$ cat src/hdl/i2cmbw_pkg.sv
// ----------------------------------------------------------------------------
// i2cmbw_pkg
// shared types and constants of the i2c master byte write block
// ----------------------------------------------------------------------------
`default_nettype none

package i2cmbw_pkg;

  localparam int CFG_IDX_W      = 1;
  localparam int CFG_DATA_W     = 16;
  localparam int OUT_FIFO_DEPTH = 2;

  localparam logic [CFG_IDX_W-1:0] REG_PHASE_DELAY     = 1'd0;
  localparam logic [CFG_IDX_W-1:0] REG_STRETCH_TIMEOUT = 1'd1;

  localparam logic [7:0]  PHASE_DELAY_RESET     = 8'd5;
  localparam logic [15:0] STRETCH_TIMEOUT_RESET = 16'hFFFF;

  localparam logic OPC_TICK  = 1'b0;
  localparam logic OPC_START = 1'b1;

  localparam int LINE_SCL_BIT   = 0;
  localparam int LINE_SDA_BIT   = 1;
  localparam int FLAG_NACK_BIT  = 0;
  localparam int FLAG_STUCK_BIT = 1;
  localparam int MSB_BIT        = 7;

  typedef struct packed {
    logic [7:0]  phase_delay;
    logic [15:0] stretch_timeout;
  } cfg_t;

  typedef struct packed {
    logic       opcode;
    logic [7:0] address_byte;
    logic [7:0] data_byte;
    logic       scl_sample;
    logic       sda_sample;
  } in_word_t;

  typedef struct packed {
    logic       scl_release;
    logic       sda_release;
    logic       busy_res;
    logic       done_res;
    logic [1:0] error_flags;
  } res_word_t;

endpackage

`default_nettype wire

$ cat src/hdl/i2cmbw_if.sv
// ----------------------------------------------------------------------------
// i2cmbw interfaces
// valid/ready channels for command words, result words and register writes
// ----------------------------------------------------------------------------
`default_nettype none

interface i2cmbw_in_if;
  logic       valid;
  logic       ready;
  logic       opcode;
  logic [7:0] address_byte;
  logic [7:0] data_byte;
  logic       scl_sample;
  logic       sda_sample;

  modport source (output valid, opcode, address_byte, data_byte, scl_sample, sda_sample,
                  input ready);
  modport sink   (input valid, opcode, address_byte, data_byte, scl_sample, sda_sample,
                  output ready);
endinterface

interface i2cmbw_out_if;
  logic       valid;
  logic       ready;
  logic       scl_release;
  logic       sda_release;
  logic       busy_res;
  logic       done_res;
  logic [1:0] error_flags;

  modport source (output valid, scl_release, sda_release, busy_res, done_res, error_flags,
                  input ready);
  modport sink   (input valid, scl_release, sda_release, busy_res, done_res, error_flags,
                  output ready);
endinterface

interface i2cmbw_cfg_if;
  logic                              valid;
  logic                              ready;
  logic [i2cmbw_pkg::CFG_IDX_W-1:0]  index;
  logic [i2cmbw_pkg::CFG_DATA_W-1:0] data;

  modport source (output valid, index, data, input ready);
  modport sink   (input valid, index, data, output ready);
endinterface

`default_nettype wire

$ cat src/hdl/i2cmbw_cfg_regs.sv
// ----------------------------------------------------------------------------
// i2cmbw_cfg_regs
// phase delay and clock stretch timeout registers
// ----------------------------------------------------------------------------
`default_nettype none

module i2cmbw_cfg_regs (
  input  wire logic                              clk,
  input  wire logic                              rst_n,
  input  wire logic                              wr_en,
  input  wire logic [i2cmbw_pkg::CFG_IDX_W-1:0]  wr_index,
  input  wire logic [i2cmbw_pkg::CFG_DATA_W-1:0] wr_data,
  output i2cmbw_pkg::cfg_t                       cfg
);

  i2cmbw_pkg::cfg_t cfg_r;

  always_ff @(posedge clk) begin
    if (!rst_n) begin
      cfg_r.phase_delay     <= i2cmbw_pkg::PHASE_DELAY_RESET;
      cfg_r.stretch_timeout <= i2cmbw_pkg::STRETCH_TIMEOUT_RESET;
    end else if (wr_en) begin
      unique case (wr_index)
        i2cmbw_pkg::REG_PHASE_DELAY:     cfg_r.phase_delay     <= wr_data[7:0];
        i2cmbw_pkg::REG_STRETCH_TIMEOUT: cfg_r.stretch_timeout <= wr_data[15:0];
      endcase
    end
  end

  assign cfg = cfg_r;

endmodule

`default_nettype wire

$ cat src/hdl/i2cmbw_core.sv
// ----------------------------------------------------------------------------
// i2cmbw_core
// one bus phase step per command word, result word formed in the same cycle
// ----------------------------------------------------------------------------
`default_nettype none

module i2cmbw_core (
  input  wire logic             clk,
  input  wire logic             rst_n,
  input  wire logic             step,
  input  wire i2cmbw_pkg::in_word_t in_word,
  input  wire i2cmbw_pkg::cfg_t cfg,
  output i2cmbw_pkg::res_word_t res_word
);

  typedef enum logic [3:0] {
    PH_IDLE      = 4'd0,
    PH_START_A   = 4'd1,
    PH_START_B   = 4'd2,
    PH_START_C   = 4'd3,
    PH_BIT_WAIT  = 4'd4,
    PH_BIT_HIGH  = 4'd5,
    PH_BIT_LOW   = 4'd6,
    PH_ACK_WAIT  = 4'd7,
    PH_ACK_HIGH  = 4'd8,
    PH_ACK_LOW   = 4'd9,
    PH_STOP_A    = 4'd10,
    PH_STOP_WAIT = 4'd11,
    PH_STOP_B    = 4'd12,
    PH_STOP_C    = 4'd13
  } phase_t;

  phase_t      phase_r, phase_nxt;
  logic [3:0]  bit_idx_r, bit_idx_nxt;
  logic [7:0]  shift_r, shift_nxt;
  logic [7:0]  held_r, held_nxt;
  logic [7:0]  delay_r, delay_nxt;
  logic [15:0] stretch_r, stretch_nxt;
  logic [1:0]  flags_r, flags_nxt;
  logic [1:0]  line_r, line_nxt;
  logic        done_nxt;

  logic [7:0]  arm_val;
  logic        delay_done;
  logic [7:0]  delay_dec;
  logic [15:0] stretch_inc;
  logic [15:0] stretch_limit;
  logic        stuck;
  logic        scl_up;

  always_comb begin
    arm_val       = (cfg.phase_delay == 8'd0) ? 8'd1 : cfg.phase_delay;
    delay_done    = (delay_r <= 8'd1);
    delay_dec     = delay_done ? 8'd0 : (delay_r - 8'd1);
    stretch_inc   = (stretch_r != 16'hFFFF) ? (stretch_r + 16'd1) : stretch_r;
    stretch_limit = (cfg.stretch_timeout == 16'd0) ? 16'd1 : cfg.stretch_timeout;
    stuck         = !in_word.scl_sample && (stretch_inc >= stretch_limit);
    scl_up        = in_word.scl_sample || stuck;
  end

  always_comb begin
    phase_nxt   = phase_r;
    bit_idx_nxt = bit_idx_r;
    shift_nxt   = shift_r;
    held_nxt    = held_r;
    delay_nxt   = delay_r;
    stretch_nxt = stretch_r;
    flags_nxt   = flags_r;
    line_nxt    = line_r;
    done_nxt    = 1'b0;

    unique case (phase_r)
      PH_START_A: begin
        delay_nxt = delay_dec;
        if (delay_done) begin
          line_nxt[i2cmbw_pkg::LINE_SDA_BIT] = 1'b0;
          delay_nxt = arm_val;
          phase_nxt = PH_START_B;
        end
      end
      PH_START_B: begin
        delay_nxt = delay_dec;
        if (delay_done) begin
          line_nxt[i2cmbw_pkg::LINE_SCL_BIT] = 1'b0;
          delay_nxt = arm_val;
          phase_nxt = PH_START_C;
        end
      end
      PH_START_C: begin
        delay_nxt = delay_dec;
        if (delay_done) begin
          line_nxt[i2cmbw_pkg::LINE_SDA_BIT] = shift_r[i2cmbw_pkg::MSB_BIT];
          line_nxt[i2cmbw_pkg::LINE_SCL_BIT] = 1'b1;
          stretch_nxt = 16'd0;
          phase_nxt   = PH_BIT_WAIT;
        end
      end
      PH_BIT_WAIT, PH_ACK_WAIT, PH_STOP_WAIT: begin
        if (!in_word.scl_sample) begin
          stretch_nxt = stretch_inc;
        end
        if (stuck) begin
          flags_nxt[i2cmbw_pkg::FLAG_STUCK_BIT] = 1'b1;
        end
        if (scl_up) begin
          delay_nxt = arm_val;
          if (phase_r == PH_BIT_WAIT) begin
            phase_nxt = PH_BIT_HIGH;
          end else if (phase_r == PH_ACK_WAIT) begin
            phase_nxt = PH_ACK_HIGH;
          end else begin
            phase_nxt = PH_STOP_B;
          end
        end
      end
      PH_BIT_HIGH: begin
        delay_nxt = delay_dec;
        if (delay_done) begin
          line_nxt[i2cmbw_pkg::LINE_SCL_BIT] = 1'b0;
          delay_nxt = arm_val;
          phase_nxt = PH_BIT_LOW;
        end
      end
      PH_BIT_LOW: begin
        delay_nxt = delay_dec;
        if (delay_done) begin
          shift_nxt   = {shift_r[6:0], 1'b0};
          bit_idx_nxt = bit_idx_r + 4'd1;
          line_nxt[i2cmbw_pkg::LINE_SCL_BIT] = 1'b1;
          stretch_nxt = 16'd0;
          if (bit_idx_nxt[2:0] != 3'd0) begin
            line_nxt[i2cmbw_pkg::LINE_SDA_BIT] = shift_r[i2cmbw_pkg::MSB_BIT-1];
            phase_nxt = PH_BIT_WAIT;
          end else begin
            line_nxt[i2cmbw_pkg::LINE_SDA_BIT] = 1'b1;
            phase_nxt = PH_ACK_WAIT;
          end
        end
      end
      PH_ACK_HIGH: begin
        delay_nxt = delay_dec;
        if (delay_done) begin
          if (in_word.sda_sample) begin
            flags_nxt[i2cmbw_pkg::FLAG_NACK_BIT] = 1'b1;
          end
          line_nxt[i2cmbw_pkg::LINE_SCL_BIT] = 1'b0;
          delay_nxt = arm_val;
          phase_nxt = PH_ACK_LOW;
        end
      end
      PH_ACK_LOW: begin
        delay_nxt = delay_dec;
        if (delay_done) begin
          if (bit_idx_r == 4'd8) begin
            shift_nxt = held_r;
            line_nxt[i2cmbw_pkg::LINE_SDA_BIT] = held_r[i2cmbw_pkg::MSB_BIT];
            line_nxt[i2cmbw_pkg::LINE_SCL_BIT] = 1'b1;
            stretch_nxt = 16'd0;
            phase_nxt   = PH_BIT_WAIT;
          end else begin
            line_nxt[i2cmbw_pkg::LINE_SDA_BIT] = 1'b0;
            delay_nxt = arm_val;
            phase_nxt = PH_STOP_A;
          end
        end
      end
      PH_STOP_A: begin
        delay_nxt = delay_dec;
        if (delay_done) begin
          line_nxt[i2cmbw_pkg::LINE_SCL_BIT] = 1'b1;
          stretch_nxt = 16'd0;
          phase_nxt   = PH_STOP_WAIT;
        end
      end
      PH_STOP_B: begin
        delay_nxt = delay_dec;
        if (delay_done) begin
          line_nxt[i2cmbw_pkg::LINE_SDA_BIT] = 1'b1;
          delay_nxt = arm_val;
          phase_nxt = PH_STOP_C;
        end
      end
      PH_STOP_C: begin
        delay_nxt = delay_dec;
        if (delay_done) begin
          phase_nxt = PH_IDLE;
          done_nxt  = 1'b1;
        end
      end
      default: begin
        phase_nxt = PH_IDLE;
        if (in_word.opcode == i2cmbw_pkg::OPC_START) begin
          flags_nxt   = 2'b00;
          shift_nxt   = in_word.address_byte;
          held_nxt    = in_word.data_byte;
          bit_idx_nxt = 4'd0;
          stretch_nxt = 16'd0;
          line_nxt    = 2'b11;
          delay_nxt   = arm_val;
          phase_nxt   = PH_START_A;
        end
      end
    endcase
  end

  always_ff @(posedge clk) begin
    if (!rst_n) begin
      phase_r   <= PH_IDLE;
      bit_idx_r <= 4'd0;
      shift_r   <= 8'd0;
      held_r    <= 8'd0;
      delay_r   <= 8'd0;
      stretch_r <= 16'd0;
      flags_r   <= 2'b00;
      line_r    <= 2'b11;
    end else if (step) begin
      phase_r   <= phase_nxt;
      bit_idx_r <= bit_idx_nxt;
      shift_r   <= shift_nxt;
      held_r    <= held_nxt;
      delay_r   <= delay_nxt;
      stretch_r <= stretch_nxt;
      flags_r   <= flags_nxt;
      line_r    <= line_nxt;
    end
  end

  always_comb begin
    res_word.scl_release = line_nxt[i2cmbw_pkg::LINE_SCL_BIT];
    res_word.sda_release = line_nxt[i2cmbw_pkg::LINE_SDA_BIT];
    res_word.busy_res    = (phase_nxt != PH_IDLE);
    res_word.done_res    = done_nxt;
    res_word.error_flags = flags_nxt;
  end

endmodule

`default_nettype wire

$ cat src/hdl/i2cmbw_out_fifo.sv
// ----------------------------------------------------------------------------
// i2cmbw_out_fifo
// small result word queue between the phase logic and the result channel
// ----------------------------------------------------------------------------
`default_nettype none

module i2cmbw_out_fifo #(
  parameter int DEPTH = i2cmbw_pkg::OUT_FIFO_DEPTH
) (
  input  wire logic             clk,
  input  wire logic             rst_n,
  input  wire logic             push,
  input  wire i2cmbw_pkg::res_word_t push_word,
  output logic                  not_full,
  input  wire logic             pop,
  output logic                  not_empty,
  output i2cmbw_pkg::res_word_t head_word
);

  localparam int AW = (DEPTH > 1) ? $clog2(DEPTH) : 1;
  localparam int CW = $clog2(DEPTH + 1);
  localparam logic [AW-1:0] LAST = AW'(DEPTH - 1);
  localparam logic [CW-1:0] FULL = CW'(DEPTH);

  i2cmbw_pkg::res_word_t mem_r [DEPTH];
  logic [AW-1:0] wr_ptr_r, wr_ptr_nxt;
  logic [AW-1:0] rd_ptr_r, rd_ptr_nxt;
  logic [CW-1:0] count_r, count_nxt;

  always_comb begin
    wr_ptr_nxt = wr_ptr_r;
    rd_ptr_nxt = rd_ptr_r;
    count_nxt  = count_r;
    if (push) begin
      wr_ptr_nxt = (wr_ptr_r == LAST) ? '0 : (wr_ptr_r + 1'b1);
    end
    if (pop) begin
      rd_ptr_nxt = (rd_ptr_r == LAST) ? '0 : (rd_ptr_r + 1'b1);
    end
    if (push && !pop) begin
      count_nxt = count_r + 1'b1;
    end else if (pop && !push) begin
      count_nxt = count_r - 1'b1;
    end
  end

  always_ff @(posedge clk) begin
    if (!rst_n) begin
      wr_ptr_r <= '0;
      rd_ptr_r <= '0;
      count_r  <= '0;
    end else begin
      wr_ptr_r <= wr_ptr_nxt;
      rd_ptr_r <= rd_ptr_nxt;
      count_r  <= count_nxt;
    end
  end

  always_ff @(posedge clk) begin
    if (push) begin
      mem_r[wr_ptr_r] <= push_word;
    end
  end

  assign not_full  = (count_r != FULL);
  assign not_empty = (count_r != '0);
  assign head_word = mem_r[rd_ptr_r];

endmodule

`default_nettype wire

$ cat src/hdl/i2c_master_byte_write.sv
// ----------------------------------------------------------------------------
// i2c_master_byte_write
// tick driven i2c master doing one single byte write transaction per command
// ----------------------------------------------------------------------------
// a result word is formed with its command word's step and registered in the result queue before it is offered
// throughput: one word per cycle while the result queue has room, else the input stalls
// a two word result queue lets commands flow while one result waits
// reset: synchronous active low rst_n, bus phase idle, both lines released,
// flags and counters cleared, phase delay 5 and stretch timeout 65535
// ----------------------------------------------------------------------------
`default_nettype none

module i2c_master_byte_write #(
  parameter int OUT_DEPTH = i2cmbw_pkg::OUT_FIFO_DEPTH
) (
  input wire logic     clk,
  input wire logic     rst_n,
  i2cmbw_in_if.sink    in_ch,
  i2cmbw_out_if.source out_ch,
  i2cmbw_cfg_if.sink   cfg_ch
);

  i2cmbw_pkg::cfg_t      cfg;
  i2cmbw_pkg::in_word_t  in_word;
  i2cmbw_pkg::res_word_t res_word;
  i2cmbw_pkg::res_word_t head_word;
  logic                  in_take;
  logic                  fifo_not_full;
  logic                  fifo_not_empty;
  logic                  out_take;

  assign cfg_ch.ready = 1'b1;

  i2cmbw_cfg_regs u_cfg (
    .clk      (clk),
    .rst_n    (rst_n),
    .wr_en    (cfg_ch.valid && cfg_ch.ready),
    .wr_index (cfg_ch.index),
    .wr_data  (cfg_ch.data),
    .cfg      (cfg)
  );

  assign in_word = {in_ch.opcode, in_ch.address_byte, in_ch.data_byte,
                    in_ch.scl_sample, in_ch.sda_sample};

  assign in_ch.ready = fifo_not_full;
  assign in_take     = in_ch.valid && fifo_not_full;

  i2cmbw_core u_core (
    .clk      (clk),
    .rst_n    (rst_n),
    .step     (in_take),
    .in_word  (in_word),
    .cfg      (cfg),
    .res_word (res_word)
  );

  assign out_take = fifo_not_empty && out_ch.ready;

  i2cmbw_out_fifo #(
    .DEPTH (OUT_DEPTH)
  ) u_fifo (
    .clk       (clk),
    .rst_n     (rst_n),
    .push      (in_take),
    .push_word (res_word),
    .not_full  (fifo_not_full),
    .pop       (out_take),
    .not_empty (fifo_not_empty),
    .head_word (head_word)
  );

  assign out_ch.valid       = fifo_not_empty;
  assign out_ch.scl_release = head_word.scl_release;
  assign out_ch.sda_release = head_word.sda_release;
  assign out_ch.busy_res    = head_word.busy_res;
  assign out_ch.done_res    = head_word.done_res;
  assign out_ch.error_flags = head_word.error_flags;

endmodule

`default_nettype wire

$ cat src/flat_wrapper.sv
// flat-port wrapper written by rule: the top's interface ports become plain ports
module i2c_master_byte_write_flat 
#(
  parameter int OUT_DEPTH = i2cmbw_pkg::OUT_FIFO_DEPTH
)
  (clk, rst_n, in_ch_valid, in_ch_opcode, in_ch_address_byte, in_ch_data_byte, in_ch_scl_sample, in_ch_sda_sample, in_ch_ready, out_ch_valid, out_ch_scl_release, out_ch_sda_release, out_ch_busy_res, out_ch_done_res, out_ch_error_flags, out_ch_ready, cfg_ch_valid, cfg_ch_index, cfg_ch_data, cfg_ch_ready);
  i2cmbw_in_if in_ch_i ();
  i2cmbw_out_if out_ch_i ();
  i2cmbw_cfg_if cfg_ch_i ();
  input wire logic clk;
  input wire logic rst_n;
  input wire logic [$bits(in_ch_i.valid)-1:0] in_ch_valid;
  input wire logic [$bits(in_ch_i.opcode)-1:0] in_ch_opcode;
  input wire logic [$bits(in_ch_i.address_byte)-1:0] in_ch_address_byte;
  input wire logic [$bits(in_ch_i.data_byte)-1:0] in_ch_data_byte;
  input wire logic [$bits(in_ch_i.scl_sample)-1:0] in_ch_scl_sample;
  input wire logic [$bits(in_ch_i.sda_sample)-1:0] in_ch_sda_sample;
  output wire logic [$bits(in_ch_i.ready)-1:0] in_ch_ready;
  output wire logic [$bits(out_ch_i.valid)-1:0] out_ch_valid;
  output wire logic [$bits(out_ch_i.scl_release)-1:0] out_ch_scl_release;
  output wire logic [$bits(out_ch_i.sda_release)-1:0] out_ch_sda_release;
  output wire logic [$bits(out_ch_i.busy_res)-1:0] out_ch_busy_res;
  output wire logic [$bits(out_ch_i.done_res)-1:0] out_ch_done_res;
  output wire logic [$bits(out_ch_i.error_flags)-1:0] out_ch_error_flags;
  input wire logic [$bits(out_ch_i.ready)-1:0] out_ch_ready;
  input wire logic [$bits(cfg_ch_i.valid)-1:0] cfg_ch_valid;
  input wire logic [$bits(cfg_ch_i.index)-1:0] cfg_ch_index;
  input wire logic [$bits(cfg_ch_i.data)-1:0] cfg_ch_data;
  output wire logic [$bits(cfg_ch_i.ready)-1:0] cfg_ch_ready;
  assign in_ch_i.valid = in_ch_valid;
  assign in_ch_i.opcode = in_ch_opcode;
  assign in_ch_i.address_byte = in_ch_address_byte;
  assign in_ch_i.data_byte = in_ch_data_byte;
  assign in_ch_i.scl_sample = in_ch_scl_sample;
  assign in_ch_i.sda_sample = in_ch_sda_sample;
  assign in_ch_ready = in_ch_i.ready;
  assign out_ch_valid = out_ch_i.valid;
  assign out_ch_scl_release = out_ch_i.scl_release;
  assign out_ch_sda_release = out_ch_i.sda_release;
  assign out_ch_busy_res = out_ch_i.busy_res;
  assign out_ch_done_res = out_ch_i.done_res;
  assign out_ch_error_flags = out_ch_i.error_flags;
  assign out_ch_i.ready = out_ch_ready;
  assign cfg_ch_i.valid = cfg_ch_valid;
  assign cfg_ch_i.index = cfg_ch_index;
  assign cfg_ch_i.data = cfg_ch_data;
  assign cfg_ch_ready = cfg_ch_i.ready;
  i2c_master_byte_write #(.OUT_DEPTH(OUT_DEPTH)) u_core (.clk(clk), .rst_n(rst_n), .in_ch(in_ch_i), .out_ch(out_ch_i), .cfg_ch(cfg_ch_i));
endmodule
$ cat config.mk
export PLATFORM = sky130hd
export DESIGN_NAME = i2c_master_byte_write_flat
export DESIGN_NICKNAME = d
export VERILOG_FILES = /design/src/hdl/i2cmbw_pkg.sv /design/src/hdl/i2cmbw_if.sv /design/src/hdl/i2cmbw_cfg_regs.sv /design/src/hdl/i2cmbw_core.sv /design/src/hdl/i2cmbw_out_fifo.sv /design/src/hdl/i2c_master_byte_write.sv /design/src/flat_wrapper.sv
export SDC_FILE = /design/constraint.sdc
export NUM_CORES = 1
export LEC_CHECK = 0
export ABC_AREA = 0
export BUFFER_PORTS_ARGS = -buffer_cell sky130_fd_sc_hd__buf_4
export CAP_MARGIN = 20
export CORE_MARGIN = 10
export CORE_UTILIZATION = 60
export DETAILED_ROUTE_END_ITERATION = 10
export GPL_ROUTABILITY_DRIVEN = 1
export PLACE_DENSITY = 0.83
export SETUP_SLACK_MARGIN = 0.05
export SLEW_MARGIN = 20
export SYNTH_ARGS = -nofsm -noshare
export SYNTH_HDL_FRONTEND = slang
export SYNTH_SLANG_ARGS = --single-unit
$ cat constraint.sdc
create_clock -name clk -period 5.71 [get_ports clk]
set_input_delay 1.142 -clock clk [delete_from_list [all_inputs] [get_ports clk]]
set_output_delay 1.142 -clock clk [all_outputs]
set_load 0.01 [all_outputs]
==> results.sh, run 1 <==
export IMPL_status="complete, no violations"
export IMPL_grt_max_degree=85
export IMPL_finalCriticalPeriod_ps=4070
export IMPL_hold_viol_final=0
export IMPL_vias_per_cell=6.32
export IMPL_startpoint="u_core.u_core.stretch_r[0]"
export IMPL_fin_ws_ps=1640
export IMPL_drtIter0Drc=472
export IMPL_worstHoldStart="u_core.u_core.shift_r[5]"
export IMPL_min_to="u_core.u_core.shift_r[5]"
export IMPL_r2r_end="u_core.u_core.delay_r[6]"
export IMPL_slowest_stage="o21ai_1"
export IMPL_max_clock_path_buffers=2
export IMPL_synth_seq_area_share=0.353
export IMPL_path_cells="ha_1 > and3_1 > nand4_1 > and2_0 > nand3_1 > xnor2_1 > ha_1 > a21o_1 > nand3_1 > a21oi_1 > or3b_1 > o21ai_1 > o21ai_0 > a21boi_1"
export IMPL_cts_setup_buffers=0
export IMPL_dieArea_um2=13600
export IMPL_drc=0
export IMPL_fp_coreArea_um2=9200
export IMPL_power_leakage_uw=0.00260
export IMPL_synth_edf_count=12
export IMPL_worstRegToRegCells=14
export IMPL_holdWs_ps=458
export IMPL_pre_cts_slack_ps=1760
export IMPL_cp_max_fo=14
export IMPL_synth_fp_nets=757
export IMPL_slew_headroom=0.358
export IMPL_yosys_cell_types_count=73
export IMPL_cts_hold_buf=0
export IMPL_clk_pin_slew_ps=90
export IMPL_end_kind="flip-flop"
export IMPL_async_flop_share=0
export IMPL_cap_violations=0
export IMPL_clk_latency_ps=360
export IMPL_syn_area_um2=5620
export IMPL_grt_total_usage=0.205
export IMPL_hold_depth=2
export IMPL_setup_violations=0
export IMPL_max_freq_mhz=246
export IMPL_place_gp_congestion=0.923
export IMPL_startpoint_type="flip-flop"
export IMPL_routed_wl_mm=14.1
export IMPL_die_h_um=117
export IMPL_fp_row_count=35
export IMPL_worst_pin_slew_ps=963
export IMPL_grt_pass1_wl_mm=23.1
export IMPL_hold_class="reg2reg"
export IMPL_setup_tns_ps=0
export IMPL_cp_arrival_ps=4370
export IMPL_nets=779
export IMPL_syn_avg_cell_area_um2=8.11
export IMPL_critical_path_buf_inv_count=0
export IMPL_cts_sinks=93
export IMPL_avgRoutedWirePerCell_um=16.9
export IMPL_fillers=768
export IMPL_finalCritPeriodShare=0.713
export IMPL_finClkSkew_ps=8.02
export IMPL_drv_slew=0
export IMPL_initial_core_util=0.611
export IMPL_cts_root_buf="clkbuf_8"
export IMPL_cp_top_family="simple AND/OR/NAND/NOR gates"
export IMPL_vias=5249
export IMPL_cts_tree="done"
export IMPL_cts_inserted_buffers=9
export IMPL_crit_type="reg2reg"
export IMPL_antenna_found_initial=0
export IMPL_grt_ovfl_total=0
export IMPL_grt_pass1_vias=4896
export IMPL_rr_startpoint="u_core.u_core.stretch_r[0]"
export IMPL_numPortBuffers=48
export IMPL_reg2reg_slack_ps=1640
export IMPL_power_density_nw_per_um2=360
export IMPL_synth_warnings=0
export IMPL_synth_seq_cells=93
export IMPL_syn2layout_area_growth_pct=10.4
export IMPL_vdd_drop_max_uv=197
export IMPL_first_pass_iters=6
export IMPL_die_w_um=117
export IMPL_synth_cells=693
export IMPL_cts_repair_resize_count=0
export IMPL_h_tree_depth=3
export IMPL_drive_gt1_frac=0.132
export IMPL_io_pin_count=50
export IMPL_ant_nets=0
export IMPL_antenna_cells=0
export IMPL_dominantRegCellSynth="dfxtp_1"
export IMPL_cp_required_ps=6010
export IMPL_rsz0062_at_grt="false"
export IMPL_dp_hpwl_mm=10.1
export IMPL_cpPeakStageDelay_ps=730
==> routing by layer <==
metal  track usage  part of all wire
met4        0.0527             0.021
met5             0                 0
met1         0.274              0.44
met2         0.328              0.47
met3        0.0443             0.073
==> sequential cells by signal, indices dropped and copies added, names as in the netlist, named ones only <==
register	cells
u_core.u_core.phase_r	4
u_core.u_core.shift_r	8
u_core.u_fifo.rd_ptr_r	1
u_core.u_core.line_r	2
u_core.u_core.stretch_r	16
u_core.u_core.delay_r	8
u_core.u_fifo.mem_r	12
u_core.u_fifo.count_r	2
u_core.u_core.bit_idx_r	4
u_core.u_core.flags_r	2
u_core.u_cfg.cfg	24
u_core.u_core.held_r	8
u_core.u_fifo.wr_ptr_r	1
==> Yosys cell counts, types with 12 or more instances <==
library cell  count  area share
nor3_1           16       0.014
mux2i_1          14       0.025
dfxtp_1          81        0.29
clkbuf_1         40       0.027
nand3_1          18       0.016
ha_1             23       0.051
nand2_1          96       0.064
nor2b_1          19       0.021
o21ai_0          30       0.027
edfxtp_1         12       0.064
inv_1            25       0.017
nand2b_1         17       0.019
a21oi_1          41       0.037
nor2_1           43       0.029
a21boi_0         15       0.020
o211ai_1         19       0.025
==> final cells by class <==
class                   count  area (um2)  share of cell area
multi-input cells         531        3370               0.543
flip-flops and latches     93        1980               0.319
repair buffers             55         413              0.0665
well taps                 111         139              0.0224
clock buffers              10         138              0.0222
inverters                  25        93.8              0.0151
clock inverters             6        70.1              0.0113
==> tightest hold or removal path, cell delays in order, from the launching register on <==
cell and delay (ps):
dfxtp_1 320, nand2_1 50, a21boi_1 50
==> where the power goes <==
part	total (uW)	internal (uW)	switching (uW)	leakage, uW
clock	457	216	240	0.0000951
sequential	836	760	76.8	0.000773
combinational	944	376	567	0.00173
==> worst max path at each step <==
stage	to	depth (start not counted)
4_1_cts	u_core.u_core.delay_r[6]	14
3_5_place_dp	u_core.u_core.delay_r[6]	14
2_1_floorplan	u_core.u_core.delay_r[1]	16
3_3_place_gp	u_core.u_fifo.mem_r[0][3]	12
6_report	u_core.u_core.delay_r[6]	14
5_1_grt	u_core.u_fifo.mem_r[1][3]	13
==> cell families after synthesis <==
group           Yosys count  synth area share
flops                    93             0.353
simple gates            271             0.240
fa+ha+maj                23            0.0512
compound gates          200             0.246
buf+inv                  69            0.0474
xor+xnor                 16            0.0249
mux                      20            0.0369
other cells               1          0.000667
==> metrics by stage <==
stage	area, um2	util	power (uW)	instances
after floorplan	5620	-	1530	693
after global routing	6210	0.675	2380	831
final	6210	0.675	2240	831
after global placement	5990	0.652	1740	814
after CTS	6200	0.674	2230	830
after detailed placement	5990	0.652	1770	814
==> placed cells by master, fill, tap and decap left out, drive strengths merged, types with 14 or more instances in the layout <==
master,netlist,layout
o211ai,20,20
dfxtp,81,81
nor2,43,43
o21ai,31,31
nand2b,17,17
ha,23,23
nand2,96,96
a21oi,42,42
nor3,16,16
mux2i,14,14
buf,4,54
nor2b,19,19
nand3,18,18
inv,25,26
a21boi,22,22
Note: power is estimated with default switching activity, not from simulation.
==> inputs of run 2 (changes only) <==
--- a/config.mk
+++ b/config.mk
@@ -5,7 +5,7 @@
 export SDC_FILE = /design/constraint.sdc
 export NUM_CORES = 1
 export LEC_CHECK = 0
-export ABC_AREA = 0
+export ABC_AREA = 1
 export BUFFER_PORTS_ARGS = -buffer_cell sky130_fd_sc_hd__buf_4
 export CAP_MARGIN = 20
 export CORE_MARGIN = 10
==> constraint.sdc (replaced) <==
create_clock -name clk -period 4.2 [get_ports clk]
set_input_delay 0.84 -clock clk [delete_from_list [all_inputs] [get_ports clk]]
set_output_delay 0.84 -clock clk [all_outputs]
set_load 0.01 [all_outputs]
==> run 2 against run 1 <==
Net effect:
- cell area rose by 1.2%
- first-iteration DRC count fell by 16%
- sequential share of layout area fell by 0.39 points
- non-clock buffer count shrank 6
- critical path depth increased by 2
- setup slack worse by 730 ps
- critical path type unchanged
- synthesized cell count rose by 19%
- global-route usage increased by 1.7 points
- wire length grew 5.6%
- synthesized area rose by 0.96%
- sequential cell count unchanged
==> results.sh, run 2 <==
export IMPL_status="complete, no violations"
export IMPL_cp_arrival_ps=3560
export IMPL_finClkSkew_ps=16.4
export IMPL_layout_common_cells="nand2_1, inv_1, nor2_1"
export IMPL_syn2layout_area_growth_pct=10.8
export IMPL_yosys_cell_types_count=47
export IMPL_dieArea_um2=13700
export IMPL_postLayoutCoreUtil=0.680
export IMPL_rsz0062_at_grt="false"
export IMPL_synth_common_cells="nand2_1, inv_1, nor2_1"
export IMPL_max_clock_path_buffers=2
export IMPL_wl_met1_mm=6.38
export IMPL_finalCriticalPeriod_ps=3290
export IMPL_yosys_area_share_simple=0.313
export IMPL_drv_slew=0
export IMPL_grt_max_degree=53
export IMPL_worst_pin_slew_ps=865
export IMPL_synth_compound_area_share=0.149
export IMPL_synth_top_cell_area_share=0.286
export IMPL_largest_register_ffs=24
export IMPL_io_pin_count=50
export IMPL_h_tree_depth=3
export IMPL_met3_length_um=823
export IMPL_numPortBuffers=48
export IMPL_vias=5495
export IMPL_grt_total_usage=0.222
export IMPL_first_pass_iters=7
export IMPL_muxShareOfSynthArea=0.0119
export IMPL_setup_violations=0
export IMPL_end_kind="flip-flop"
export IMPL_syn_area_um2=5680
export IMPL_nets=922
export IMPL_cts_sinks=93
export IMPL_reg2reg_slack_ps=910
export IMPL_stdcell_area_um2=6290
export IMPL_dominantRegCellSynth="dfxtp_1"
export IMPL_avgRoutedWirePerCell_um=15.0
export IMPL_fp_coreArea_um2=9240
export IMPL_synth_fp_nets=887
export IMPL_grt_pass1_vias=5324
export IMPL_die_h_um=117
export IMPL_cpPeakStageDelay_ps=400
export IMPL_ant_nets=0
export IMPL_startpoint="u_core.u_core.stretch_r[0]"
export IMPL_r2r_end="u_core.u_core.delay_r[1]"
export IMPL_routed_wl_mm=14.8
export IMPL_worstRegToRegCells=16
export IMPL_cts_inserted_buffers=9
export IMPL_antenna_found_initial=0
export IMPL_endpoint="u_core.u_core.delay_r[1]"
export IMPL_vias_per_cell=5.54
export IMPL_antenna_cells=0
export IMPL_cts_tree="done"
export IMPL_synth_top_area_cell="dfxtp_1"
export IMPL_dpl_cell_area_um2=6070
export IMPL_crit_path_frequent_cell="nand3_1"
export IMPL_hold_class="reg2reg"
export IMPL_slowest_stage="dfxtp_1"
export IMPL_drtIter0Drc=395
export IMPL_startpoint_type="flip-flop"
export IMPL_grt_pass1_wl_mm=24.7
export IMPL_cts_hold_buf=0
export IMPL_power_uw=3140
export IMPL_cap_violations=0
export IMPL_yosys_area_share_xor_xnor=0.0247
export IMPL_synthAdderAreaFrac=0.0507
export IMPL_final_common_cell="nand2_1"
export IMPL_pre_cts_slack_ps=977
export IMPL_setup_tns_ps=0
export IMPL_wl_met2_mm=7.39
export IMPL_crit_type="reg2reg"
export IMPL_place_gp_congestion=0.978
export IMPL_yosysMostFrequentCell="nand2_1"
export IMPL_initial_core_util=0.614
export IMPL_vdd_drop_max_uv=251
export IMPL_finalCritPeriodShare=0.783
export IMPL_drive_gt1_frac=0.151
export IMPL_grt_ovfl_total=0
export IMPL_drc=0
export IMPL_cts_setup_buffers=0
export IMPL_synth_warnings=0
export IMPL_clk_latency_ps=370
export IMPL_clk_pin_slew_ps=110
export IMPL_synth_seq_cells=93
export IMPL_slew_headroom=0.423
export IMPL_power_density_nw_per_um2=499
export IMPL_top_layer="met4"
export IMPL_max_freq_mhz=304
export IMPL_cts_root_buf="clkbuf_8"
export IMPL_die_w_um=117
export IMPL_synth_seq_area_share=0.349
export IMPL_cp_required_ps=4470
export IMPL_hold_depth=2
export IMPL_synth_cells=823
export IMPL_synth_edf_count=12
export IMPL_fp_row_count=35
export IMPL_path_cells="ha_1 > nand3_1 > inv_1 > nand2_1 > nor2_2 > inv_2 > nand3_1 > ha_1 > a21oi_1 > o21ai_0 > nor2_1 > nand3_1 > nand3_2 > inv_1 > o21ai_0 > nor2_1"
export IMPL_fin_ws_ps=912
export IMPL_synth_top_family_by_area="simple AND/OR/NAND/NOR gates"
export IMPL_rr_startpoint="u_core.u_core.stretch_r[0]"
export IMPL_netlist_top_cells_area="dfxtp_1, nand2_1, inv_1"
export IMPL_syn_avg_cell_area_um2=6.90
export IMPL_cp_max_fo=15
export IMPL_cts_repair_resize_count=0
export IMPL_dp_hpwl_mm=11.1
export IMPL_hold_viol_final=0
export IMPL_power_leakage_uw=0.00302
export IMPL_async_flop_share=0
## run 2: cell count changes in the layout (fill, tap and decap cells not counted), moves of 12 or more
cell	previous run	this run
a21boi_0	15	0
a21oi_1	41	59
inv_1	25	102
inv_2	0	12
mux2i_1	14	0
nand2_1	96	201
nand2_2	0	17
nand2b_1	17	1
nand3_1	18	35
nor2_1	43	87
nor2b_1	19	0
o21ai_0	30	48
## run 2: worst max-delay path, delay by kind of cell, from the launching register on
kind / cells / cell delay, ps
buffers and inverters: 3 / 460
DFF: 1 / 400
AOI/OAI and AO/OA: 3 / 420
and+or+nand+nor: 8 / 1410
adders and majority gates: 2 / 510
## run 2: layer usage
| layer | vias to the layer above | global-route usage |
|---|---|---|
| li1 | 2745 | - |
| met1 | 2546 | 0.264 |
| met2 | 181 | 0.400 |
| met3 | 23 | 0.0336 |
| met4 | 0 | 0.0717 |
| met5 | - | 0 |
## run 2: cell families after synthesis
| logic type | Yosys count |
|---|---|
| other cells | 1 |
| xor+xnor | 16 |
| buf+inv | 140 |
| flops | 93 |
| simple gates | 396 |
| compound gates | 148 |
| mux | 6 |
| fa+ha+maj | 23 |
## run 2: where the power goes
group | switching [uW] | leakage, uW | internal, uW
logic | 859 | 0.00213 | 443
registers | 102 | 0.000777 | 1070
clock network | 346 | 0.000112 | 315
## run 2: cell type report
cell class                 instances  area (um2)
sequential                        93        1980
inverter                         115         432
clock buffer                      11         151
timing repair buffer              49         368
fill                             826        2950
multi-input combinational        590        3130
clock inverter                     5        65.1
tap                              129         161
## run 2: how the worst min path moves through the flow
stage | endpoint | startpoint
after floorplan | u_core.u_core.held_r[0] | u_core.u_core.held_r[0]
after global placement | u_core.u_core.shift_r[4] | u_core.u_core.shift_r[4]
after detailed placement | u_core.u_core.held_r[0] | u_core.u_core.held_r[0]
after CTS | u_core.u_core.shift_r[1] | u_core.u_core.shift_r[1]
after global routing | u_core.u_core.shift_r[2] | u_core.u_core.shift_r[2]
final | u_core.u_core.shift_r[1] | u_core.u_core.shift_r[1]
## run 2: stage by stage
stage	std cells	hold WS [ps]
floorplan	823	425
global placement	976	438
detailed placement	976	443
CTS	992	459
global route	992	483
finish	992	458
==> inputs of run 3 (changes only) <==
--- a/config.mk
+++ b/config.mk
@@ -5,7 +5,7 @@
 export SDC_FILE = /design/constraint.sdc
 export NUM_CORES = 1
 export LEC_CHECK = 0
-export ABC_AREA = 1
+export ABC_AREA = 0
 export BUFFER_PORTS_ARGS = -buffer_cell sky130_fd_sc_hd__buf_4
 export CAP_MARGIN = 20
 export CORE_MARGIN = 10
==> constraint.sdc (replaced) <==
create_clock -name clk -period 3.33 [get_ports clk]
set_input_delay 0.666 -clock clk [delete_from_list [all_inputs] [get_ports clk]]
set_output_delay 0.666 -clock clk [all_outputs]
set_load 0.01 [all_outputs]
==> run 3 against run 2 <==
Net effect:
- combinational power up 34%
- first-iteration DRC count is 62% higher
- global-route usage shrank 0.42 points
- non-clock buffer count is 28 higher
- count of clock-buffer cells in the layout down 2
- cell count fell by 14%
- via count decreased by 0.11%
- critical endpoint unchanged
==> results.sh, run 3 (same netlist as run 1, synthesis figures left out) <==
export IMPL_status="complete, no violations"
export IMPL_h_tree_depth=3
export IMPL_die_h_um=117
export IMPL_cp_required_ps=3600
export IMPL_finalCritPeriodShare=0.974
export IMPL_power_leakage_uw=0.00279
export IMPL_end_kind="flip-flop"
export IMPL_antenna_found_initial=0
export IMPL_clk_latency_ps=380
export IMPL_vdd_drop_max_uv=306
export IMPL_rr_startpoint="u_core.u_core.stretch_r[0]"
export IMPL_reg2reg_slack_ps=90
export IMPL_dieArea_um2=13600
export IMPL_slew_headroom=0.357
export IMPL_setup_violations=0
export IMPL_fp_row_count=35
export IMPL_grt_pass1_wl_mm=24.4
export IMPL_dpl_cell_area_um2=6180
export IMPL_worst_pin_slew_ps=965
export IMPL_nets=801
export IMPL_seq_power_share=0.370
export IMPL_clockPowerShare=0.188
export IMPL_ant_nets=0
export IMPL_swShare=0.409
export IMPL_finalCriticalPeriod_ps=3240
export IMPL_antenna_cells=0
export IMPL_startpoint="u_core.u_core.stretch_r[0]"
export IMPL_routed_wl_mm=15.3
export IMPL_avgRoutedWirePerCell_um=18.0
export IMPL_place_gp_congestion=0.952
export IMPL_drc=0
export IMPL_stdcell_area_um2=6600
export IMPL_syn2layout_area_growth_pct=17.4
export IMPL_vias_per_cell=6.43
export IMPL_placed_cells=834
export IMPL_cp_arrival_ps=3520
export IMPL_fin_ws_ps=86.7
export IMPL_numPortBuffers=48
export IMPL_hold_viol_final=0
export IMPL_combPwrFrac=0.442
export IMPL_layout_common_cells="nand2_1, buf_4, dfxtp_1"
export IMPL_grt_max_degree=85
export IMPL_power_uw=3940
export IMPL_r2r_end="u_core.u_core.delay_r[1]"
export IMPL_grt_total_usage=0.218
export IMPL_cts_hold_buf=0
export IMPL_cts_sinks=93
export IMPL_worstRegToRegCells=14
export IMPL_final_common_cell="nand2_1"
export IMPL_io_pin_count=50
export IMPL_postLayoutCoreUtil=0.718
export IMPL_endpoint="u_core.u_core.delay_r[1]"
export IMPL_vias=5489
export IMPL_cts_inserted_buffers=9
export IMPL_fp_coreArea_um2=9200
export IMPL_rsz0062_at_grt="true"
export IMPL_drtIter0Drc=640
export IMPL_internal_power_uw=2330
export IMPL_p_sw_uw=1610
export IMPL_finClkSkew_ps=9.39
export IMPL_drive_gt1_frac=0.209
export IMPL_final_cells=853
export IMPL_initial_core_util=0.611
export IMPL_cts_root_buf="clkbuf_8"
export IMPL_power_density_nw_per_um2=597
export IMPL_startpoint_type="flip-flop"
export IMPL_cp_max_fo=7
export IMPL_first_pass_iters=5
export IMPL_max_freq_mhz=308
export IMPL_die_w_um=117
export IMPL_clk_pin_slew_ps=100
export IMPL_largest_register_ffs=24
export IMPL_cap_violations=0
export IMPL_grt_ovfl_total=0
export IMPL_fillers=686
export IMPL_max_clock_path_buffers=2
export IMPL_hold_class="reg2reg"
export IMPL_dp_hpwl_mm=10.5
export IMPL_crit_type="reg2reg"
export IMPL_cts_tree="done"
export IMPL_pre_cts_slack_ps=-97.6
export IMPL_grt_pass1_vias=5144
export IMPL_drv_slew=0
## run 3: cell count changes in the layout (fill, tap and decap cells not counted), moves of 17 or more
cell     before  now
a21oi_1      59   40
buf_4        49   75
inv_1       102   25
nand2_1     201   95
nand3_1      35   18
nor2_1       87   42
nor2b_1       0   19
o21ai_0      48   28
## run 3: metal layers
| layer | part of all wire | global-route usage |
|---|---|---|
| met1 | 0.41 | 0.271 |
| met2 | 0.48 | 0.361 |
| met3 | 0.079 | 0.0418 |
| met4 | 0.034 | 0.0947 |
| met5 | 0 | 0 |
## run 3: critical path: stages, from the launching register on
cell     delay (ps)
dfxtp_4         360
ha_4            170
and3_4          180
nand4_1         120
and2_4          210
nand4_1         150
xnor2_1         170
ha_1            320
nand4_1         200
o41ai_4         480
buf_4           200
o21ai_4          70
buf_12          140
a211o_1         210
and3_1          160
## run 3: worst min-delay path by stage
stage                           startpoint  depth (start not counted)                     endpoint
5_1_grt        u_core.u_core.stretch_r[11]                          1  u_core.u_core.stretch_r[11]
2_1_floorplan     u_core.u_core.shift_r[4]                          2     u_core.u_core.shift_r[4]
4_1_cts           u_core.u_core.shift_r[5]                          2     u_core.u_core.shift_r[5]
3_5_place_dp      u_core.u_core.shift_r[5]                          2     u_core.u_core.shift_r[5]
6_report          u_core.u_core.shift_r[4]                          2     u_core.u_core.shift_r[4]
3_3_place_gp      u_core.u_core.shift_r[4]                          2     u_core.u_core.shift_r[4]
## run 3: layout make-up
cell class	instances	area, um2	area share
Tap cell	111	139	0.0210
Sequential cell	93	1990	0.302
Timing Repair Buffer	77	608	0.0921
Clock inverter	7	70.1	0.0106
Multi-Input combinational cell	531	3570	0.541
Clock buffer	9	124	0.0188
Inverter	25	93.8	0.0142
## run 3: power groups by stage
stage | logic (uW) | clock network [uW] | registers (uW)
6_report | 1740 | 741 | 1460
3_5_place_dp | 1630 | 0 | 1470
5_1_grt | 1900 | 797 | 1470
4_1_cts | 1650 | 754 | 1450
2_1_floorplan | 1220 | 0 | 1400
3_3_place_gp | 1590 | 0 | 1460
## run 3: timing repair
item,CTS,global route
setup endpoints to repair,13,17
setup buffers,0,2
resized for setup,7,44
pin swaps,1,20
cloned,0,1
## run 3: per-stage QoR
step	hold slack [ps]	TNS, ps
4_1_cts	469	0
3_5_place_dp	452	-316
3_3_place_gp	438	0
6_report	470	0
2_1_floorplan	430	0
5_1_grt	488	-418
